[src/rtl/utfbom_pkg.sv]
// Shared types, codes and unit codec functions for the UTF transcoder.
// Used by utfbom_front, utfbom_serial and utf_transcoder_bom_detect.
`default_nettype none

package utfbom_pkg;

  // input decoding modes
  localparam logic [2:0] MODE_UTF8  = 3'd0;
  localparam logic [2:0] MODE_U16LE = 3'd1;
  localparam logic [2:0] MODE_U16BE = 3'd2;
  localparam logic [2:0] MODE_U32LE = 3'd3;
  localparam logic [2:0] MODE_U32BE = 3'd4;

  // output encodings (register codes)
  localparam logic [2:0] ENC_UTF8     = 3'd0;
  localparam logic [2:0] ENC_UTF8_BOM = 3'd1;
  localparam logic [2:0] ENC_U16LE    = 3'd2;
  localparam logic [2:0] ENC_U16BE    = 3'd3;
  localparam logic [2:0] ENC_U32LE    = 3'd4;
  localparam logic [2:0] ENC_U32BE    = 3'd5;

  localparam int NUM_SLOTS = 5;              // char slots per record
  localparam int NUM_SEGS  = NUM_SLOTS + 1;  // mark plus char slots

  // one pass of the unit assembler
  typedef struct packed {
    logic        emit;
    logic [15:0] cp;
    logic [1:0]  ucnt;
    logic [23:0] ub;
  } feed_t;

  // output work for one input word: seg[0] mark, seg[k+1] char slot k
  typedef struct packed {
    logic [NUM_SEGS-1:0]             seg;
    logic [NUM_SLOTS-1:0][15:0]      cp;
  } rec_t;

  typedef struct packed {
    logic in_v;
    logic proc;
  } front_stat_t;

  function automatic logic [15:0] decode_unit(logic [2:0] mode, logic [3:0][7:0] u);
    logic [15:0] cp;
    case (mode)
      MODE_UTF8: begin
        if (!u[0][7]) cp = {8'h00, u[0]};
        else          cp = {5'b0, u[0][4:0], u[1][5:0]};
      end
      MODE_U16LE: cp = {u[1], u[0]};
      MODE_U16BE: cp = {u[0], u[1]};
      MODE_U32LE: cp = {u[1], u[0]};
      MODE_U32BE: cp = {u[2], u[3]};
      default:    cp = 16'h0000;
    endcase
    return cp;
  endfunction

  // held bytes of a partial unit, zeros beyond the fill count
  function automatic logic [3:0][7:0] held_bytes(logic [23:0] ub, logic [1:0] ucnt);
    logic [3:0][7:0] u;
    u = '0;
    if (ucnt > 2'd0) u[0] = ub[7:0];
    if (ucnt > 2'd1) u[1] = ub[15:8];
    if (ucnt > 2'd2) u[2] = ub[23:16];
    return u;
  endfunction

  function automatic feed_t feed(logic [2:0] mode, logic [1:0] ucnt, logic [23:0] ub,
                                 logic [7:0] b);
    feed_t           r;
    logic [2:0]      need;
    logic [2:0]      cnt1;
    logic [3:0][7:0] u;
    case (mode)
      MODE_UTF8:               need = (ucnt == 2'd0 && !b[7]) ? 3'd1 : 3'd2;
      MODE_U16LE, MODE_U16BE:  need = 3'd2;
      default:                 need = 3'd4;
    endcase
    cnt1 = {1'b0, ucnt} + 3'd1;
    u    = held_bytes(ub, ucnt);
    if (cnt1 >= need) begin
      u[ucnt] = b;
      r.emit  = 1'b1;
      r.cp    = decode_unit(mode, u);
      r.ucnt  = 2'd0;
      r.ub    = '0;
    end else begin
      r.emit = 1'b0;
      r.cp   = 16'h0000;
      r.ucnt = ucnt + 2'd1;
      r.ub   = ub;
      case (ucnt)
        2'd0:    r.ub[7:0]   = b;
        2'd1:    r.ub[15:8]  = b;
        default: r.ub[23:16] = b;
      endcase
    end
    return r;
  endfunction

  // pad a trailing partial unit with zeros
  function automatic feed_t flush(logic [2:0] mode, logic [1:0] ucnt, logic [23:0] ub);
    feed_t r;
    r.emit = (ucnt != 2'd0);
    r.cp   = decode_unit(mode, held_bytes(ub, ucnt));
    r.ucnt = 2'd0;
    r.ub   = '0;
    return r;
  endfunction

  function automatic logic [2:0] enc_len(logic [2:0] enc, logic [15:0] cp);
    logic [2:0] n;
    case (enc)
      ENC_UTF8, ENC_UTF8_BOM: n = (cp < 16'h0080) ? 3'd1 : 3'd2;
      ENC_U16LE, ENC_U16BE:   n = 3'd2;
      ENC_U32LE, ENC_U32BE:   n = 3'd4;
      default:                n = 3'd0;
    endcase
    return n;
  endfunction

  function automatic logic [7:0] enc_byte(logic [2:0] enc, logic [15:0] cp, logic [1:0] j);
    logic [7:0] v;
    case (enc)
      ENC_UTF8, ENC_UTF8_BOM: begin
        if (cp < 16'h0080)  v = cp[7:0];
        else if (j == 2'd0) v = {3'b110, cp[10:6]};
        else                v = {2'b10, cp[5:0]};
      end
      ENC_U16LE: v = (j == 2'd0) ? cp[7:0] : cp[15:8];
      ENC_U16BE: v = (j == 2'd0) ? cp[15:8] : cp[7:0];
      ENC_U32LE: begin
        case (j)
          2'd0:    v = cp[7:0];
          2'd1:    v = cp[15:8];
          default: v = 8'h00;
        endcase
      end
      ENC_U32BE: begin
        case (j)
          2'd2:    v = cp[15:8];
          2'd3:    v = cp[7:0];
          default: v = 8'h00;
        endcase
      end
      default: v = 8'h00;
    endcase
    return v;
  endfunction

  function automatic logic [2:0] mark_len(logic [2:0] enc);
    logic [2:0] n;
    case (enc)
      ENC_UTF8_BOM:          n = 3'd3;
      ENC_U16LE, ENC_U16BE:  n = 3'd2;
      ENC_U32LE, ENC_U32BE:  n = 3'd4;
      default:               n = 3'd0;
    endcase
    return n;
  endfunction

  function automatic logic [7:0] mark_byte(logic [2:0] enc, logic [1:0] j);
    logic [7:0] v;
    case (enc)
      ENC_UTF8_BOM: begin
        case (j)
          2'd0:    v = 8'hEF;
          2'd1:    v = 8'hBB;
          default: v = 8'hBF;
        endcase
      end
      ENC_U16LE, ENC_U32LE: begin
        case (j)
          2'd0:    v = 8'hFF;
          2'd1:    v = 8'hFE;
          default: v = 8'h00;
        endcase
      end
      ENC_U16BE: v = (j == 2'd0) ? 8'hFE : 8'hFF;
      ENC_U32BE: begin
        case (j)
          2'd2:    v = 8'hFE;
          2'd3:    v = 8'hFF;
          default: v = 8'h00;
        endcase
      end
      default: v = 8'h00;
    endcase
    return v;
  endfunction

endpackage

`default_nettype wire

[src/rtl/utfbom_front.sv]
// Input register, mark detection and unit assembly; builds one output record per word.
// Depends on utfbom_pkg.
`default_nettype none

module utfbom_front (
  input  wire logic                clk,
  input  wire logic                rst,
  input  wire logic [2:0]          enc,
  input  wire logic                s_tvalid,
  output logic                     s_tready,
  input  wire logic [7:0]          s_tdata,
  input  wire logic                s_tlast,
  input  wire logic                ser_rdy,
  output logic                     load,
  output utfbom_pkg::rec_t         rec,
  output utfbom_pkg::front_stat_t  stat
);
  import utfbom_pkg::*;

  // input register
  logic       in_v;
  logic [7:0] ib;
  logic       il;

  // stream state
  logic [3:0][7:0] win;
  logic [2:0]      wcnt;
  logic            done;
  logic [2:0]      mode;
  logic [1:0]      ucnt;
  logic [23:0]     ub;

  logic [3:0][7:0] win_next;
  logic [2:0]      wcnt_next;
  logic            done_next;
  logic [2:0]      mode_next;
  logic [1:0]      ucnt_next;
  logic [23:0]     ub_next;

  logic [2:0]                 wcnt1;
  logic [2:0]                 dmode;
  logic [2:0]                 skip;
  logic                       mark_en;
  logic [NUM_SLOTS-1:0]       slot_v;
  logic [NUM_SLOTS-1:0][15:0] slot_cp;
  logic [1:0]                 st_cnt;
  logic [23:0]                st_ub;
  feed_t                      f;
  feed_t                      fl;
  logic                       has;
  logic                       proc;

  always_comb begin
    win_next  = win;
    wcnt_next = wcnt;
    done_next = done;
    mode_next = mode;
    wcnt1     = wcnt + 3'd1;
    dmode     = MODE_UTF8;
    skip      = 3'd0;
    mark_en   = 1'b0;
    slot_v    = '0;
    slot_cp   = '0;
    st_cnt    = ucnt;
    st_ub     = ub;
    f         = '0;
    if (!done) begin
      if (wcnt < 3'd4) win_next[wcnt[1:0]] = ib;
      wcnt_next = wcnt1;
      if (wcnt1 >= 3'd4 || il) begin
        // marks tried in priority order; each needs all its bytes present
        if (wcnt1 >= 3'd3 && win_next[0] == 8'hEF && win_next[1] == 8'hBB &&
            win_next[2] == 8'hBF) begin
          dmode = MODE_UTF8;  skip = 3'd3;
        end else if (wcnt1 >= 3'd4 && win_next[0] == 8'hFF && win_next[1] == 8'hFE &&
                     win_next[2] == 8'h00 && win_next[3] == 8'h00) begin
          dmode = MODE_U32LE; skip = 3'd4;
        end else if (wcnt1 >= 3'd4 && win_next[0] == 8'h00 && win_next[1] == 8'h00 &&
                     win_next[2] == 8'hFE && win_next[3] == 8'hFF) begin
          dmode = MODE_U32BE; skip = 3'd4;
        end else if (wcnt1 >= 3'd2 && win_next[0] == 8'hFF && win_next[1] == 8'hFE) begin
          dmode = MODE_U16LE; skip = 3'd2;
        end else if (wcnt1 >= 3'd2 && win_next[0] == 8'hFE && win_next[1] == 8'hFF) begin
          dmode = MODE_U16BE; skip = 3'd2;
        end
        mark_en   = 1'b1;
        done_next = 1'b1;
        mode_next = dmode;
        st_cnt    = 2'd0;
        st_ub     = '0;
        // replay the window bytes that follow the mark
        for (int i = 0; i < 4; i++) begin
          if (3'(i) >= skip && 3'(i) < wcnt1) begin
            f          = feed(dmode, st_cnt, st_ub, win_next[i]);
            slot_v[i]  = f.emit;
            slot_cp[i] = f.cp;
            st_cnt     = f.ucnt;
            st_ub      = f.ub;
          end
        end
      end
    end else begin
      f          = feed(mode, ucnt, ub, ib);
      slot_v[0]  = f.emit;
      slot_cp[0] = f.cp;
      st_cnt     = f.ucnt;
      st_ub      = f.ub;
    end
    ucnt_next = st_cnt;
    ub_next   = st_ub;
    fl        = flush(mode_next, st_cnt, st_ub);
    if (il) begin
      slot_v[NUM_SLOTS-1]  = fl.emit;
      slot_cp[NUM_SLOTS-1] = fl.cp;
      wcnt_next = 3'd0;
      done_next = 1'b0;
      mode_next = MODE_UTF8;
      ucnt_next = 2'd0;
    end
  end

  always_comb begin
    rec.cp     = slot_cp;
    rec.seg[0] = mark_en && (mark_len(enc) != 3'd0);
    for (int k = 0; k < NUM_SLOTS; k++) begin
      rec.seg[k+1] = slot_v[k] && (enc_len(enc, slot_cp[k]) != 3'd0);
    end
  end

  assign has       = |rec.seg;
  assign proc      = in_v && (!has || ser_rdy);
  assign load      = proc && has;
  assign s_tready  = !in_v || proc;
  assign stat.in_v = in_v;
  assign stat.proc = proc;

  always_ff @(posedge clk) begin
    if (rst) begin
      in_v <= 1'b0;
      wcnt <= 3'd0;
      done <= 1'b0;
      mode <= MODE_UTF8;
      ucnt <= 2'd0;
    end else begin
      if (s_tready) in_v <= s_tvalid;
      if (proc) begin
        wcnt <= wcnt_next;
        done <= done_next;
        mode <= mode_next;
        ucnt <= ucnt_next;
      end
    end
  end

  always_ff @(posedge clk) begin
    if (s_tvalid && s_tready) begin
      ib <= s_tdata;
      il <= s_tlast;
    end
    if (proc) begin
      win <= win_next;
      ub  <= ub_next;
    end
  end

endmodule

`default_nettype wire

[src/rtl/utfbom_serial.sv]
// Byte serializer: walks the mark and char slots of a record, one output word per cycle while m_tready allows.
// Depends on utfbom_pkg.
`default_nettype none

module utfbom_serial (
  input  wire logic              clk,
  input  wire logic              rst,
  input  wire logic [2:0]        enc,
  input  wire logic              load,
  input  wire utfbom_pkg::rec_t  rec,
  output logic                   ser_rdy,
  output logic                   m_tvalid,
  input  wire logic              m_tready,
  output logic [7:0]             m_tdata,
  output logic                   m_tlast
);
  import utfbom_pkg::*;

  logic [NUM_SEGS-1:0]        pend;
  logic [NUM_SLOTS-1:0][15:0] cps;
  logic [1:0]                 j;

  logic [NUM_SEGS-1:0] cur;
  logic [NUM_SEGS-1:0] rest;
  logic [2:0]          idx;
  logic [15:0]         cp_sel;
  logic [2:0]          len;
  logic [7:0]          byte_sel;
  logic                seg_end;
  logic                fin;
  logic                emit;

  always_comb begin
    idx = 3'd0;
    for (int k = NUM_SEGS - 1; k >= 0; k--) begin
      if (pend[k]) idx = 3'(k);
    end
    cur  = pend & (~pend + NUM_SEGS'(1));
    rest = pend & ~cur;
    case (idx)
      3'd1:    cp_sel = cps[0];
      3'd2:    cp_sel = cps[1];
      3'd3:    cp_sel = cps[2];
      3'd4:    cp_sel = cps[3];
      3'd5:    cp_sel = cps[4];
      default: cp_sel = 16'h0000;
    endcase
    if (idx == 3'd0) begin
      len      = mark_len(enc);
      byte_sel = mark_byte(enc, j);
    end else begin
      len      = enc_len(enc, cp_sel);
      byte_sel = enc_byte(enc, cp_sel, j);
    end
  end

  assign seg_end = ({1'b0, j} == len - 3'd1);
  assign fin     = seg_end && (rest == '0);
  assign emit    = (pend != '0) && (!m_tvalid || m_tready);
  assign ser_rdy = (pend == '0) || (emit && fin);

  always_ff @(posedge clk) begin
    if (rst) begin
      pend     <= '0;
      j        <= 2'd0;
      m_tvalid <= 1'b0;
    end else begin
      if (emit)          m_tvalid <= 1'b1;
      else if (m_tready) m_tvalid <= 1'b0;
      if (load) begin
        pend <= rec.seg;
        j    <= 2'd0;
      end else if (emit) begin
        if (seg_end) begin
          pend <= rest;
          j    <= 2'd0;
        end else begin
          j <= j + 2'd1;
        end
      end
    end
  end

  always_ff @(posedge clk) begin
    if (load) cps <= rec.cp;
    if (emit) begin
      m_tdata <= byte_sel;
      m_tlast <= fin;
    end
  end

endmodule

`default_nettype wire

[src/rtl/utf_transcoder_bom_detect.sv]
// Top level of the UTF transcoder with byte-order-mark detection.
// Instantiates utfbom_front and utfbom_serial; depends on utfbom_pkg.
`default_nettype none

// Byte stream in, byte stream out. The first up to four bytes of a stream are
// held back to look for a byte-order mark (UTF-8, then UTF-32LE, UTF-32BE,
// UTF-16LE, UTF-16BE; no mark means UTF-8). From then on every input unit is
// decoded to a 16-bit code point and re-encoded in the encoding held in the
// out_encoding register (cfg_wdata: 0 UTF-8, 1 UTF-8 with mark, 2 UTF-16LE,
// 3 UTF-16BE, 4 UTF-32LE, 5 UTF-32BE, 6/7 drop everything). UTF-8 is decoded
// in its one- and two-byte forms only; a stream ending on a partial unit gets
// it zero-padded. The output mark is sent when detection fires, ahead of all
// characters. s_tlast ends a stream and returns all stream state to reset;
// m_tlast flags the final output word caused by one input word, and a word
// that causes no output produces nothing on the master side.
// Rate: one output word per cycle from the serializer while m_tready allows.
// A word yields 0 to 4 output bytes in steady state (4 for UTF-32 output), up
// to 20 on the word that fires detection, and is passed on only once the
// serializer has sent the bytes of the word before; words that yield no output
// need not wait. Input to output runs through three registers (input, record, output).
// Write out_encoding only while the block is idle.
module utf_transcoder_bom_detect (
  input  wire logic       clk,
  input  wire logic       rst,
  input  wire logic       cfg_we,
  input  wire logic [2:0] cfg_wdata,   // out_encoding
  input  wire logic       s_tvalid,
  output logic            s_tready,
  input  wire logic [7:0] s_tdata,     // [7:0] in_byte
  input  wire logic       s_tlast,     // in_last
  output logic            m_tvalid,
  input  wire logic       m_tready,
  output logic [7:0]      m_tdata,     // [7:0] out_byte
  output logic            m_tlast      // out_last
);
  import utfbom_pkg::*;

  logic        [2:0] enc;
  logic              load;
  logic              ser_rdy;
  rec_t              rec;
  front_stat_t       stat;

  // out_encoding register
  always_ff @(posedge clk) begin
    if (rst) begin
      enc <= ENC_UTF8;
    end else if (cfg_we) begin
      enc <= cfg_wdata;
    end
  end

  // detection, unit assembly and decode into a per-word record
  utfbom_front u_front (
    .clk      (clk),
    .rst      (rst),
    .enc      (enc),
    .s_tvalid (s_tvalid),
    .s_tready (s_tready),
    .s_tdata  (s_tdata),
    .s_tlast  (s_tlast),
    .ser_rdy  (ser_rdy),
    .load     (load),
    .rec      (rec),
    .stat     (stat)
  );

  // mark and character bytes out, one per cycle while m_tready allows
  utfbom_serial u_serial (
    .clk      (clk),
    .rst      (rst),
    .enc      (enc),
    .load     (load),
    .rec      (rec),
    .ser_rdy  (ser_rdy),
    .m_tvalid (m_tvalid),
    .m_tready (m_tready),
    .m_tdata  (m_tdata),
    .m_tlast  (m_tlast)
  );

`ifndef ASSERT_OFF
  // a record is only handed over when the serializer can take it
  a_load_ready: assert property (@(posedge clk) disable iff (rst) load |-> ser_rdy)
    else $error("record loaded while serializer busy");

  // records with nothing to send are never loaded
  a_load_nonempty: assert property (@(posedge clk) disable iff (rst)
    load |-> (rec.seg != '0))
    else $error("empty record loaded");

  // an accepted word always lands in the input register
  a_accept_held: assert property (@(posedge clk) disable iff (rst)
    (s_tvalid && s_tready) |=> stat.in_v)
    else $error("accepted word lost");

  // a held word that cannot advance blocks the slave side
  a_hold_stall: assert property (@(posedge clk) disable iff (rst)
    (stat.in_v && !stat.proc) |-> !s_tready)
    else $error("input accepted over a stalled word");
`endif

endmodule

`default_nettype wire

[config.mk]
export PLATFORM = sky130hd
export DESIGN_NAME = utf_transcoder_bom_detect
export DESIGN_NICKNAME = d
export VERILOG_FILES = /design/src/rtl/utfbom_pkg.sv /design/src/rtl/utfbom_front.sv /design/src/rtl/utfbom_serial.sv /design/src/rtl/utf_transcoder_bom_detect.sv
export SDC_FILE = /design/constraint.sdc
export NUM_CORES = 1
export LEC_CHECK = 0
export ABC_AREA = 1
export BUFFER_PORTS_ARGS = -buffer_cell sky130_fd_sc_hd__buf_2
export CAP_MARGIN = 25
export CORE_AREA = 2 2 164 134
export DETAILED_ROUTE_END_ITERATION = 10
export DIE_AREA = 0 0 166 136
export PLACE_DENSITY_LB_ADDON = 0.3
export SLEW_MARGIN = 20
export SYNTH_ARGS = -nofsm -noshare
export SYNTH_HDL_FRONTEND = slang
export SYNTH_SLANG_ARGS = --single-unit
[constraint.sdc]
create_clock -name clk -period 12.12 [get_ports clk]
set_input_delay 1.818 -clock clk [delete_from_list [all_inputs] [get_ports clk]]
set_output_delay 1.818 -clock clk [all_outputs]
set_load 0.05 [all_outputs]
After elaboration in Yosys (flattened, before gate mapping)
Cells that the tools add are included.
{ "classes": {"addsub": 12, "n_lt_le_gt_ge": 48, "eq_ne": 40, "n_mux": 219, "bitwise_logic": 5, "reduce_logical": 97} }
{ "op_table": {"columns": ["op", "count"], "rows": [
  ["two-way mux 8 bit", 66],
  ["two-way mux 43 bit", 11],
  ["case mux 16 bit (4 select lines)", 5],
  ["two-way mux 24 bit", 8],
  ["bitwise mux 32 bit", 5],
  ["two-way mux 3 bit", 38],
  ["< comparator 16 x 8 -> 1 bit (second input constant)", 6],
  ["two-way mux 16 bit", 6],
  ["demux 8 bit (select 2 bit)", 5],
  ["case mux 16 bit (5 select lines)", 1],
  ["equality test 8 bit (second input constant)", 9],
  ["two-way mux 11 bit", 6],
  ["two-way mux 32 bit", 2],
  ["two-way mux 64 bit", 1],
  ["case mux 8 bit (2 select lines)", 4],
  ["case mux 3 bit (3 select lines)", 7],
  ["two-way mux 2 bit", 26],
  ["two-way mux 48 bit", 1],
  ["case mux 16 bit (3 select lines)", 1],
  ["logical AND 1 bit", 40],
  ["case mux 8 bit (5 select lines)", 1],
  ["zero test 8 bit", 4],
  ["case mux 8 bit (4 select lines)", 1],
  ["equality test 3 x 2 -> 1 bit (second input constant)", 10],
  ["43 further kinds", 157]
]} }
{ "word_totals": {"ff_bits": 176, "output_inout_bits": 11, "elab_cells": 444} }

Logic depth before layout (Yosys ltp)
Gate-level depths: netlist (run 1).
{ "logic_depth": {"ltp_word": 87, "depth_mapped": 62, "ltp_nobuf": 60} }

By module
Synthesis (run 1) repeated with hierarchy kept, for this count alone.
{ "hier_totals": {"cells_unflattened": 1825, "hier_area_um2": 13528.0} }
{ "by_module_without_submodules": {"columns": ["module", "instances", "cells_per_inst", "area_per_inst_um2"], "rows": [
  ["utfbom_front", 1, 1392, 8816.0],
  ["utfbom_serial", 1, 414, 4591.9],
  ["utf_transcoder_bom_detect", 1, 19, 120.1]
]} }

Least setup slack after synthesis (run 1)
Ideal clock, no wire load.
{ "synth_timing": {"path_type": "reg2out", "from": "register u_front.wcnt[0]", "to": "output s_tready", "arrival_time_ps": 7692, "required_time_ps": 10302, "path_slack_ps": 2610, "path_stages_with_launch": 52, "path_buffers": 1, "cell_sequence": "dfxtp_1 -> inv_1 -> ha_1 -> inv_1 -> nor2_2 -> nand2_1 -> nand2_2 -> nand2_2 -> nor2_4 -> nand2_4 -> nor2_1 -> nand4_1 -> nand2_1 -> nand2_1 -> nor2_4 -> nand3_2 -> a21oi_1 -> nor2_1 -> [16 not listed] -> inv_1 -> ha_1 -> clkbuf_1 -> nand2_1 -> a21oi_1 -> ha_1 -> nand2_1 -> nor2_1 -> a211oi_1 -> nand2_1 -> nor2_2 -> a21oi_1 -> nand2_2 -> nand3_4 -> nand2_2 -> nand2_2 -> nand2_4 -> nand3_1"} }
{ "synth_between": {"elab_chain_len": 85, "word_cells_on_any_way": 295, "cone_classes": "add/sub (7); order compare (41); eq/ne (20); mux (165); reduce/logical (62)"} }
{ "synth_rtl": {"columns": ["item", "line_no", "text"], "rows": [
  ["start, declared", "utfbom_front.sv:27", "logic [2:0] wcnt;"],
  ["start signal, assigned", "utfbom_front.sv:147", "wcnt <= wcnt_next;"],
  ["< comparator 2 x 3 -> 1 bit (not written as such) / >= comparator 2 x 1 -> 1 bit (equally long branches)", "utfbom_front.sv:68", "if (wcnt < 3'd4) win_next[wcnt[1:0]] = ib;"],
  ["logical AND 1 bit (not written as such)", "utfbom_front.sv:68", null],
  ["two-way mux 8 bit (not written as such)", "utfbom_front.sv:68", null],
  ["demux 8 bit (select 2 bit)", null, null],
  ["bitwise mux 32 bit", "utfbom_front.sv:68", null],
  ["two-way mux 32 bit", "utfbom_front.sv:68", null],
  ["two-way mux 32 bit", "utfbom_front.sv:67", "if (!done) begin"],
  ["equality test 8 bit / zero test 8 bit (equally long branches)", "utfbom_front.sv:83, utfbom_front.sv:78", null],
  ["[69 not listed]", null, null],
  ["case mux 3 bit (3 select lines)", "utfbom_pkg.sv:115", "case (enc)"],
  ["nonzero test 3 bit", "utfbom_front.sv:126", "rec.seg[k+1] = slot_v[k] && (enc_len(enc, slot_cp[k]) != 3'd0);"],
  ["logical AND 1 bit", "utfbom_front.sv:126", null],
  ["OR reduction 6 bit *", "utfbom_front.sv:130", "assign has = |rec.seg;"],
  ["zero test 1 bit *", "utfbom_front.sv:131", "assign proc = in_v && (!has || ser_rdy);"],
  ["logical OR 1 bit *", "utfbom_front.sv:131", null],
  ["logical AND 1 bit *", "utfbom_front.sv:131", null],
  ["logical OR 1 bit *", "utfbom_front.sv:133", "assign s_tready = !in_v || proc;"],
  ["end, declared", "utf_transcoder_bom_detect.sv:28", "output logic s_tready,"]
]} }
Every way passes the cells marked *; elsewhere a longest branch is shown, timed or not. The select of a mux whose other input is x is not followed.

Worst setup path after layout (run 1)
{ "layout_timing": {"from": "register u_front.ib[1]", "to": "output s_tready"} }
{ "layout_between": {"elab_chain_len": 81, "word_cells_on_any_way": 280, "cone_classes": "add/sub (6); order compare (31); eq/ne (20); mux (167); reduce/logical (56)"} }
{ "layout_rtl": {"columns": ["item", "line_no", "text"], "rows": [
  ["start, declared", "utfbom_front.sv:22", "logic [7:0] ib;"],
  ["start signal, assigned", "utfbom_front.sv:157", "ib <= s_tdata;"],
  ["bitwise mux 32 bit", "utfbom_front.sv:68", null],
  ["two-way mux 32 bit", "utfbom_front.sv:68", null],
  ["two-way mux 32 bit", "utfbom_front.sv:67", null],
  ["equality test 8 bit / zero test 8 bit (equally long branches)", "utfbom_front.sv:83, utfbom_front.sv:78", null],
  ["logical AND 1 bit (on tied branches) (2 in series)", "utfbom_front.sv:83, utfbom_front.sv:78", null],
  ["two-way mux 2 bit / logical AND 1 bit (equally long branches)", "utfbom_front.sv:83, utfbom_front.sv:78", null],
  ["two-way mux 3 bit / logical AND 1 bit (equally long branches)", "utfbom_front.sv:81, utfbom_front.sv:79", null],
  ["two-way mux 3 bit", "utfbom_front.sv:78", "end else if (wcnt1 >= 3'd4 && win_next[0] == 8'h00 && win_next[1] == 8'h00 &&"],
  ["[64 not listed]", null, null],
  ["case mux 3 bit (3 select lines)", "utfbom_pkg.sv:115", null],
  ["nonzero test 3 bit", "utfbom_front.sv:126", null],
  ["logical AND 1 bit", "utfbom_front.sv:126", null],
  ["OR reduction 6 bit *", "utfbom_front.sv:130", null],
  ["zero test 1 bit *", "utfbom_front.sv:131", null],
  ["logical OR 1 bit *", "utfbom_front.sv:131", null],
  ["logical AND 1 bit *", "utfbom_front.sv:131", null],
  ["logical OR 1 bit *", "utfbom_front.sv:133", null]
]} }
Marks and branches as above.

==> summary.md, run 1 <==
| Metric | Value |
|---|---|
| DR DRC count | `0` |
| Post-synth EDFFs | `154` |
| Share of the clock period used by the worst path | `95.2%` |
| Reg2Reg Capture Point | `u_serial.cps[31]$_DFFE_PP_` |
| Placeable Area | `21100 um2` |
| Number of buffer and inverter instances along the worst setup path | `7` |
| Met1 capacity usage during global routing | `64.9%` |
| Sequential area share after synthesis | `38.3%` |
| Endpoint of the worst hold-timing path | `u_serial.m_tvalid$_SDFFE_PP0P_` |
| Static leakage | `6.14 nW` |
| Post-route ant nets | `0` |
| Critical path data required time | `10.30 ns` |
| Worst setup margin | `0.582 ns` |
| Largest vdd supply drop | `0.000182 V` |
| Share of layout cells above drive strength 1 | `10.8%` |
| Most frequent cell after synthesis | `nand2_1` |
| Worst setup EP type | `output pin` |
| Via total after detailed routing | `14000` |
| Number of nets in the layout | `1873` |
| Synth warnings | `0` |
| Library cell occupying the most area in the post-synthesis netlist | `edfxtp_1` |
| Iteration-0 DRC count of the detailed router | `2943` |
| Number of buffers added on ports | `27` |
| Wire per inst | `24.5 um` |
| Met2 GRT Util | `62.1%` |
| Detailed-route vias per instance | `6.64` |
| Number of placement rows | `48` |
| TritonCTS Sinks | `176` |
| Cell mode on critical path | `nand2_1` |
| Synth top cells by count | `510 x nand2_1, 195 x nor2_1, 192 x inv_1, 154 x edfxtp_1, 130 x nand3_1` |
| Die footprint | `22600 um2` |
| TritonCTS buffer count | `17` |
| Kind of critical path | `register to output pin` |
| Overall power of the completed layout | `3.62 mW` |
| Initial Util | `62.7%` |
| GR Util All Layers | `45.5%` |
| Setup crit start kind | `register` |
| Arrival time of data at the critical path endpoint | `9.72 ns` |
| Sum of net half-perimeters after detailed placement | `40200 um` |
| Avg Cell Area, Syn | `7.32 um2` |
| Clock-pin slew of the registers on the worst-case setup and hold paths | `0.08 ns` |
| Length in cells of the worst reg-to-reg path | `51` |
| Final setup violating endpoints | `0` |
| Critical Path Fanout Max | `16` |
| Gate count after technology mapping | `1807` |
| Number of instances in the placed design | `2077` |
| Remaining Overflow, GRT | `0` |
| Area Growth Syn to Fin | `7.27%` |
| Minimum setup slack among reg-to-reg paths | `1.85 ns` |
| Number of detailed-routing iterations run before antenna repair | `8` |
| Worst reg2reg path startpoint | `u_front.ib[1]$_DFFE_PP_` |
| Number of failing hold endpoints at the final stage | `0` |
| Final weighted congestion in routability-driven placement | `1.11` |
| Transition time of the tightest slew-check pin | `1.02 ns` |
| Critical Path Stages | `50` |
| HP Start | `u_serial.m_tvalid$_SDFFE_PP0P_` |
| Global-route wire length before repair | `76600 um` |
| Worst-case headroom to the max-slew limit | `32.2%` |
| Initial antenna violation count | `3` |
| Dpl ws | `0.759 ns` |
| Cell types occupying the most area after synthesis | `edfxtp_1 35%, nand2_1 14%, nor2_1 5.5%` |
| Number of pins exceeding their max-slew limit in the final report | `0` |
| Root buffer cell | `clkbuf_16` |
| Total number of H-tree levels | `4` |
| Hold_buf cts | `0` |
| Pin count of the biggest net entering global routing | `82` |
| DRT Wirelength | `51800 um` |
| Number of instances on the worst hold path | `2` |
| Slowest library cell on the worst path | `edfxtp_1` |
| Ratio of total power to cell area | `255 nW/um2` |
| Mapped cell area | `13200 um2` |
| Min Clock Period, post-route | `11.54 ns` |
| Asr flop ratio synth | `0%` |
| Die X-Extent | `166 um` |
| Global routing met3 resource utilization | `17.2%` |
| Clock buffer depth | `2` |
| Ports placed on the boundary | `28` |
| Distinct cells, synth | `57` |
| Fraction of synthesized cell area taken by the top area cell type | `35.0%` |
| Clock tree from TritonCTS | `yes` |
| Post-synthesis register bit count | `176` |
| Run status | `finished clean` |
| Post-layout instance count excluding filler cells | `2114` |
| Largest stage delay on the critical path | `0.73 ns` |
| Fmax | `0.0867 GHz` |
| Skew-Pair Late Insertion Delay | `0.45 ns` |
| DIE HEIGHT | `136 um` |
| Top Family by Delay on Critical Path | `simple AND/OR/NAND/NOR gates` |
| Routing layer with the top usage in global route | `met1` |
| Maximum Capacitance Violations | `0` |
| Most used DFF post-synth | `edfxtp_1` |
| Min Hold Slack | `0.504 ns` |
| Fin Clk Skew | `0.0201 ns` |
| Classification of the worst-slack hold path | `register to register` |
| Via count of the first global-routing pass | `12400` |
-- state kept, by name (all words and copies together) (netlist names) --
| signal | count |
|---|---|
| u_front.ib | 8 |
| u_serial.m_tlast | 1 |
| u_front.done | 1 |
| u_serial.m_tvalid | 1 |
| enc | 3 |
| u_front.mode | 3 |
| u_front.in_v | 1 |
| u_front.ucnt | 2 |
| u_serial.m_tdata | 8 |
| u_front.ub | 24 |
| u_front.wcnt | 3 |
| u_serial.j | 2 |
| u_serial.cps | 80 |
| u_serial.pend | 6 |
| u_front.il | 1 |
| u_front.win | 32 |
-- power breakdown --
group,total (mW),switching (mW),internal [mW]
Sequential,0.951,0.0826,0.869
Clock,0.600,0.314,0.286
Combinational,2.07,1.57,0.497
-- worst max path at each step --
stage | startpoint | endpoint | slack [ns]
3_5_place_dp | u_front.wcnt[1]$_SDFFE_PP0P_ | s_tready | 0.76
5_1_grt | u_front.wcnt[0]$_SDFFE_PP0P_ | s_tready | -0.05
6_report | u_front.ib[1]$_DFFE_PP_ | s_tready | 0.58
4_1_cts | u_front.wcnt[1]$_SDFFE_PP0P_ | s_tready | 0.25
3_3_place_gp | u_front.ib[1]$_DFFE_PP_ | s_tready | 1.17
2_1_floorplan | u_front.wcnt[0]$_SDFFE_PP0P_ | s_tready | 2.61
-- final cells by class --
class / count / area [um2]
multi-input cells: 1374 / 7080
fillers: 1756 / 6900
flip-flops and latches: 176 / 5060
inverters: 216 / 832
clock buffers: 17 / 425
well taps: 275 / 344
repair buffers: 39 / 225
clock inverters: 15 / 208
diodes: 2 / 5.00
-- metrics by stage --
stage	setup TNS [ns]	instance area, um2	utilization, %
3_3_place_gp	0	13500	64.0
6_report	0	14200	67.3
3_5_place_dp	0	13500	64.0
2_1_floorplan	0	13200	-
5_1_grt	-0.0486	14200	67.3
4_1_cts	0	14100	67.0
-- cells by family after synthesis --
group	synth area share [%]
mux	0.0757
flops	38.3
other cells	0.0284
buf+inv	8.55
xor+xnor	0.132
compound gates	14.9
fa+ha+maj	3.03
simple gates	35.0
-- layout by cell type (no fill, tap or decap), types with 7 or more instances in the layout --
cell       count
buf_2         27
nor2_4         8
a21oi_1       99
a211oi_1      19
a22oi_1       20
nor2_1       193
ha_1          30
nand3_2        8
nand2_1      509
o211ai_1       9
a31oi_1       13
nor3_1        19
o21ai_1       10
o21ai_0       86
inv_2         12
clkbuf_16     17
buf_4         12
o21ai_2        9
nand3_1      130
inv_1        192
nor2_2        10
dfxtp_1       22
nand4_1       53
edfxtp_1     154
o22ai_1       31
nand2_2       38
nand2_4       17
a221oi_1      16
clkinv_8       7
-- repair_timing --
item,4_1_cts,5_1_grt
resized for setup,0,9
endpoints found under the setup margin,0,1
endpoints found under the hold margin,0,0
buffers inserted,0,3
-- per-layer routing --
layer,routed length [um],share of wire [%]
met4,2510,4.9
met1,20200,39
met3,8950,17
met5,80,0.15
met2,20000,39
-- worst register-to-register path: cells and delay by family, from the launching register on --
kind                       cells  cell delay, ns
buffers and inverters          8            1.99
AOI/OAI and AO/OA              8            1.34
DFF                            1            0.73
and+or+nand+nor               31            4.63
adders and majority gates      4            1.15
Note: power is estimated with default switching activity, not from simulation.
==> run 2, diff against run 1 <==
- CORE_AREA: 2 2 164 134 -> 2 2 165 135
- DIE_AREA: 0 0 166 136 -> 0 0 167 137
- SYNTH_HIERARCHICAL: default -> 1
==> summary.md, run 2 <==
| Metric | Value |
|---|---|
| DRT Wirelength | `49800 um` |
| Area Growth Syn to Fin | `6.18%` |
| Number of instances on the worst hold path | `2` |
| Clock tree from TritonCTS | `yes` |
| Minimum setup slack among reg-to-reg paths | `2.05 ns` |
| Worst setup EP type | `output pin` |
| Run status | `finished, violations left` |
| Most common cell after layout, fill and taps aside | `nand2_1` |
| Largest registers in the final layout | `u_serial/cps: 80 flops, u_front/win: 32 flops, u_front/ub: 24 flops` |
| Largest vdd supply drop | `0.000264 V` |
| Hold_buf cts | `0` |
| DR DRC count | `1` |
| Register area | `5060 um2` |
| Die X-Extent | `167 um` |
| Initial Util | `63.7%` |
| Length in cells of the worst reg-to-reg path | `58` |
| Number of nets in the layout | `1882` |
| Summed negative setup slack over all endpoints | `0 ns` |
| Min Clock Period, post-route | `11.32 ns` |
| Number of placement rows | `48` |
| Sum of net half-perimeters after detailed placement | `38500 um` |
| Clock-pin slew of the registers on the worst-case setup and hold paths | `0.08 ns` |
| Reg2Reg Capture Point | `u_serial/j[0]$_SDFFE_PP0P_` |
| Wire per inst | `23.6 um` |
| Slowest library cell on the worst path | `nor2_1` |
| Cell mode on critical path | `nand2_1` |
| Largest stage delay on the critical path | `0.54 ns` |
| Number of inserted filler cells in the final layout | `1781` |
| Violated checks | `DRC` |
| Number of buffers added on ports | `27` |
| Worst-case headroom to the max-slew limit | `37.4%` |
| Iteration-0 DRC count of the detailed router | `2934` |
| DIE HEIGHT | `137 um` |
| Classification of the worst-slack hold path | `register to register` |
| Total inserted antenna cells | `0` |
| Pin count of the biggest net entering global routing | `73` |
| Share of the clock period used by the worst path | `93.4%` |
| Maximum Capacitance Violations | `0` |
| Initial antenna violation count | `2` |
| Most flop-heavy register | `u_serial/cps` |
| Critical Path Fanout Max | `17` |
| Skew-Pair Late Insertion Delay | `0.45 ns` |
| Number of failing hold endpoints at the final stage | `0` |
| Detailed-route vias per instance | `6.58` |
| Worst reg2reg path startpoint | `u_front/wcnt[0]$_SDFFE_PP0P_` |
| Via count of the first global-routing pass | `12600` |
| Arrival time of data at the critical path endpoint | `9.50 ns` |
| Total number of H-tree levels | `4` |
| Synth warnings | `6` |
| Root buffer cell | `clkbuf_16` |
| Setup repair after global routing missed its margin | `no` |
| Remaining Overflow, GRT | `0` |
| HP Start | `u_serial/m_tvalid$_SDFFE_PP0P_` |
| Gate count after technology mapping | `1823` |
| Endpoint of the worst hold-timing path | `u_serial/m_tvalid$_SDFFE_PP0P_` |
| Ratio of total power to cell area | `319 nW/um2` |
| Max reg flops | `80` |
| Final setup violating endpoints | `0` |
| Mapped cell area | `13500 um2` |
| Number of pins exceeding their max-slew limit in the final report | `0` |
| Via total after detailed routing | `13900` |
| Clock buffer depth | `2` |
| Die footprint | `22900 um2` |
| Static leakage | `6.24 nW` |
| Min Hold Slack | `0.521 ns` |
| Final weighted congestion in routability-driven placement | `1.13` |
| Setup crit start kind | `register` |
| GR Util All Layers | `43.3%` |
| Fin Clk Skew | `0.0187 ns` |
| Critical path data required time | `10.30 ns` |
| Fmax | `0.0884 GHz` |
| Global-route wire length before repair | `74600 um` |
| Placeable Area | `21200 um2` |
| Footprint of the multi-input gates | `7290 um2` |
| Utilization after layout | `67.7%` |
| Number of detailed-routing iterations run before antenna repair | `11` |
| Kind of critical path | `register to output pin` |
| TritonCTS Sinks | `176` |
| Setup repair bufs after CTS | `0` |
| Ports placed on the boundary | `28` |
| Commonest non-fill, non-tap cells in the layout | `435 x nand2_1, 215 x nor2_1, 197 x inv_1` |
| TritonCTS buffer count | `17` |
| Share of layout cells above drive strength 1 | `12.2%` |
| Post-cts repair resize count | `0` |
| Avg Cell Area, Syn | `7.41 um2` |
| Post-route ant nets | `0` |
| Transition time of the tightest slew-check pin | `0.930 ns` |
[run 2: through the flow]
step,power (mW),instances,cell area (um2),setup WS (ns)
3_3_place_gp,3.81,2083,13800,1.90
3_5_place_dp,3.87,2083,13800,1.59
2_1_floorplan,3.10,1828,13500,2.06
6_report,4.58,2115,14300,0.802
4_1_cts,4.42,2115,14300,1.11
5_1_grt,4.82,2115,14300,0.177
[run 2: metal layers]
| layer | vias to the layer above | global-route usage [%] | wire length [um] |
|---|---|---|---|
| li1 | 6197 | - | - |
| met4 | 2 | 19.4 | 2310 |
| met5 | - | 0 | 8 |
| met2 | 1199 | 63.4 | 20500 |
| met3 | 181 | 14.0 | 8070 |
| met1 | 6342 | 58.7 | 18900 |
[run 2: worst max path at each step]
stage	from	to	slack, ns	cells past startpoint
2_1_floorplan	u_front/wcnt[0]$_SDFFE_PP0P_	u_serial/pend[1]$_SDFFE_PP0P_	2.06	62
3_3_place_gp	u_front/wcnt[0]$_SDFFE_PP0P_	s_tready	1.90	51
3_5_place_dp	u_front/wcnt[0]$_SDFFE_PP0P_	s_tready	1.59	51
4_1_cts	u_front/wcnt[0]$_SDFFE_PP0P_	s_tready	1.11	51
5_1_grt	u_front/wcnt[0]$_SDFFE_PP0P_	s_tready	0.18	51
6_report	u_front/wcnt[0]$_SDFFE_PP0P_	s_tready	0.80	51
[run 2: final cells by class]
| class | count | area share [%] |
|---|---|---|
| clock buffers | 18 | 2.99 |
| clock inverters | 14 | 1.13 |
| inverters | 222 | 5.85 |
| multi-input cells | 1374 | 50.8 |
| flip-flops and latches | 176 | 35.3 |
| well taps | 275 | 2.40 |
| repair buffers | 36 | 1.50 |
[run 2: worst max-delay path: cells and delay by family, from the launching register on]
| family | cells | cell delay [ns] |
|---|---|---|
| AND/OR/NAND/NOR | 29 | 4.48 |
| adder cells (fa/ha/maj) | 5 | 1.70 |
| buffers and inverters | 9 | 1.41 |
| AO/OA/AOI/OAI | 8 | 1.07 |
| flip-flops | 1 | 0.36 |
[run 2: power by group]
group	internal, mW	switching, mW	total (mW)	leakage (nW)
combinational	0.778	2.20	2.98	4.32
clock	0.279	0.282	0.561	0.289
sequential	0.931	0.109	1.04	1.63
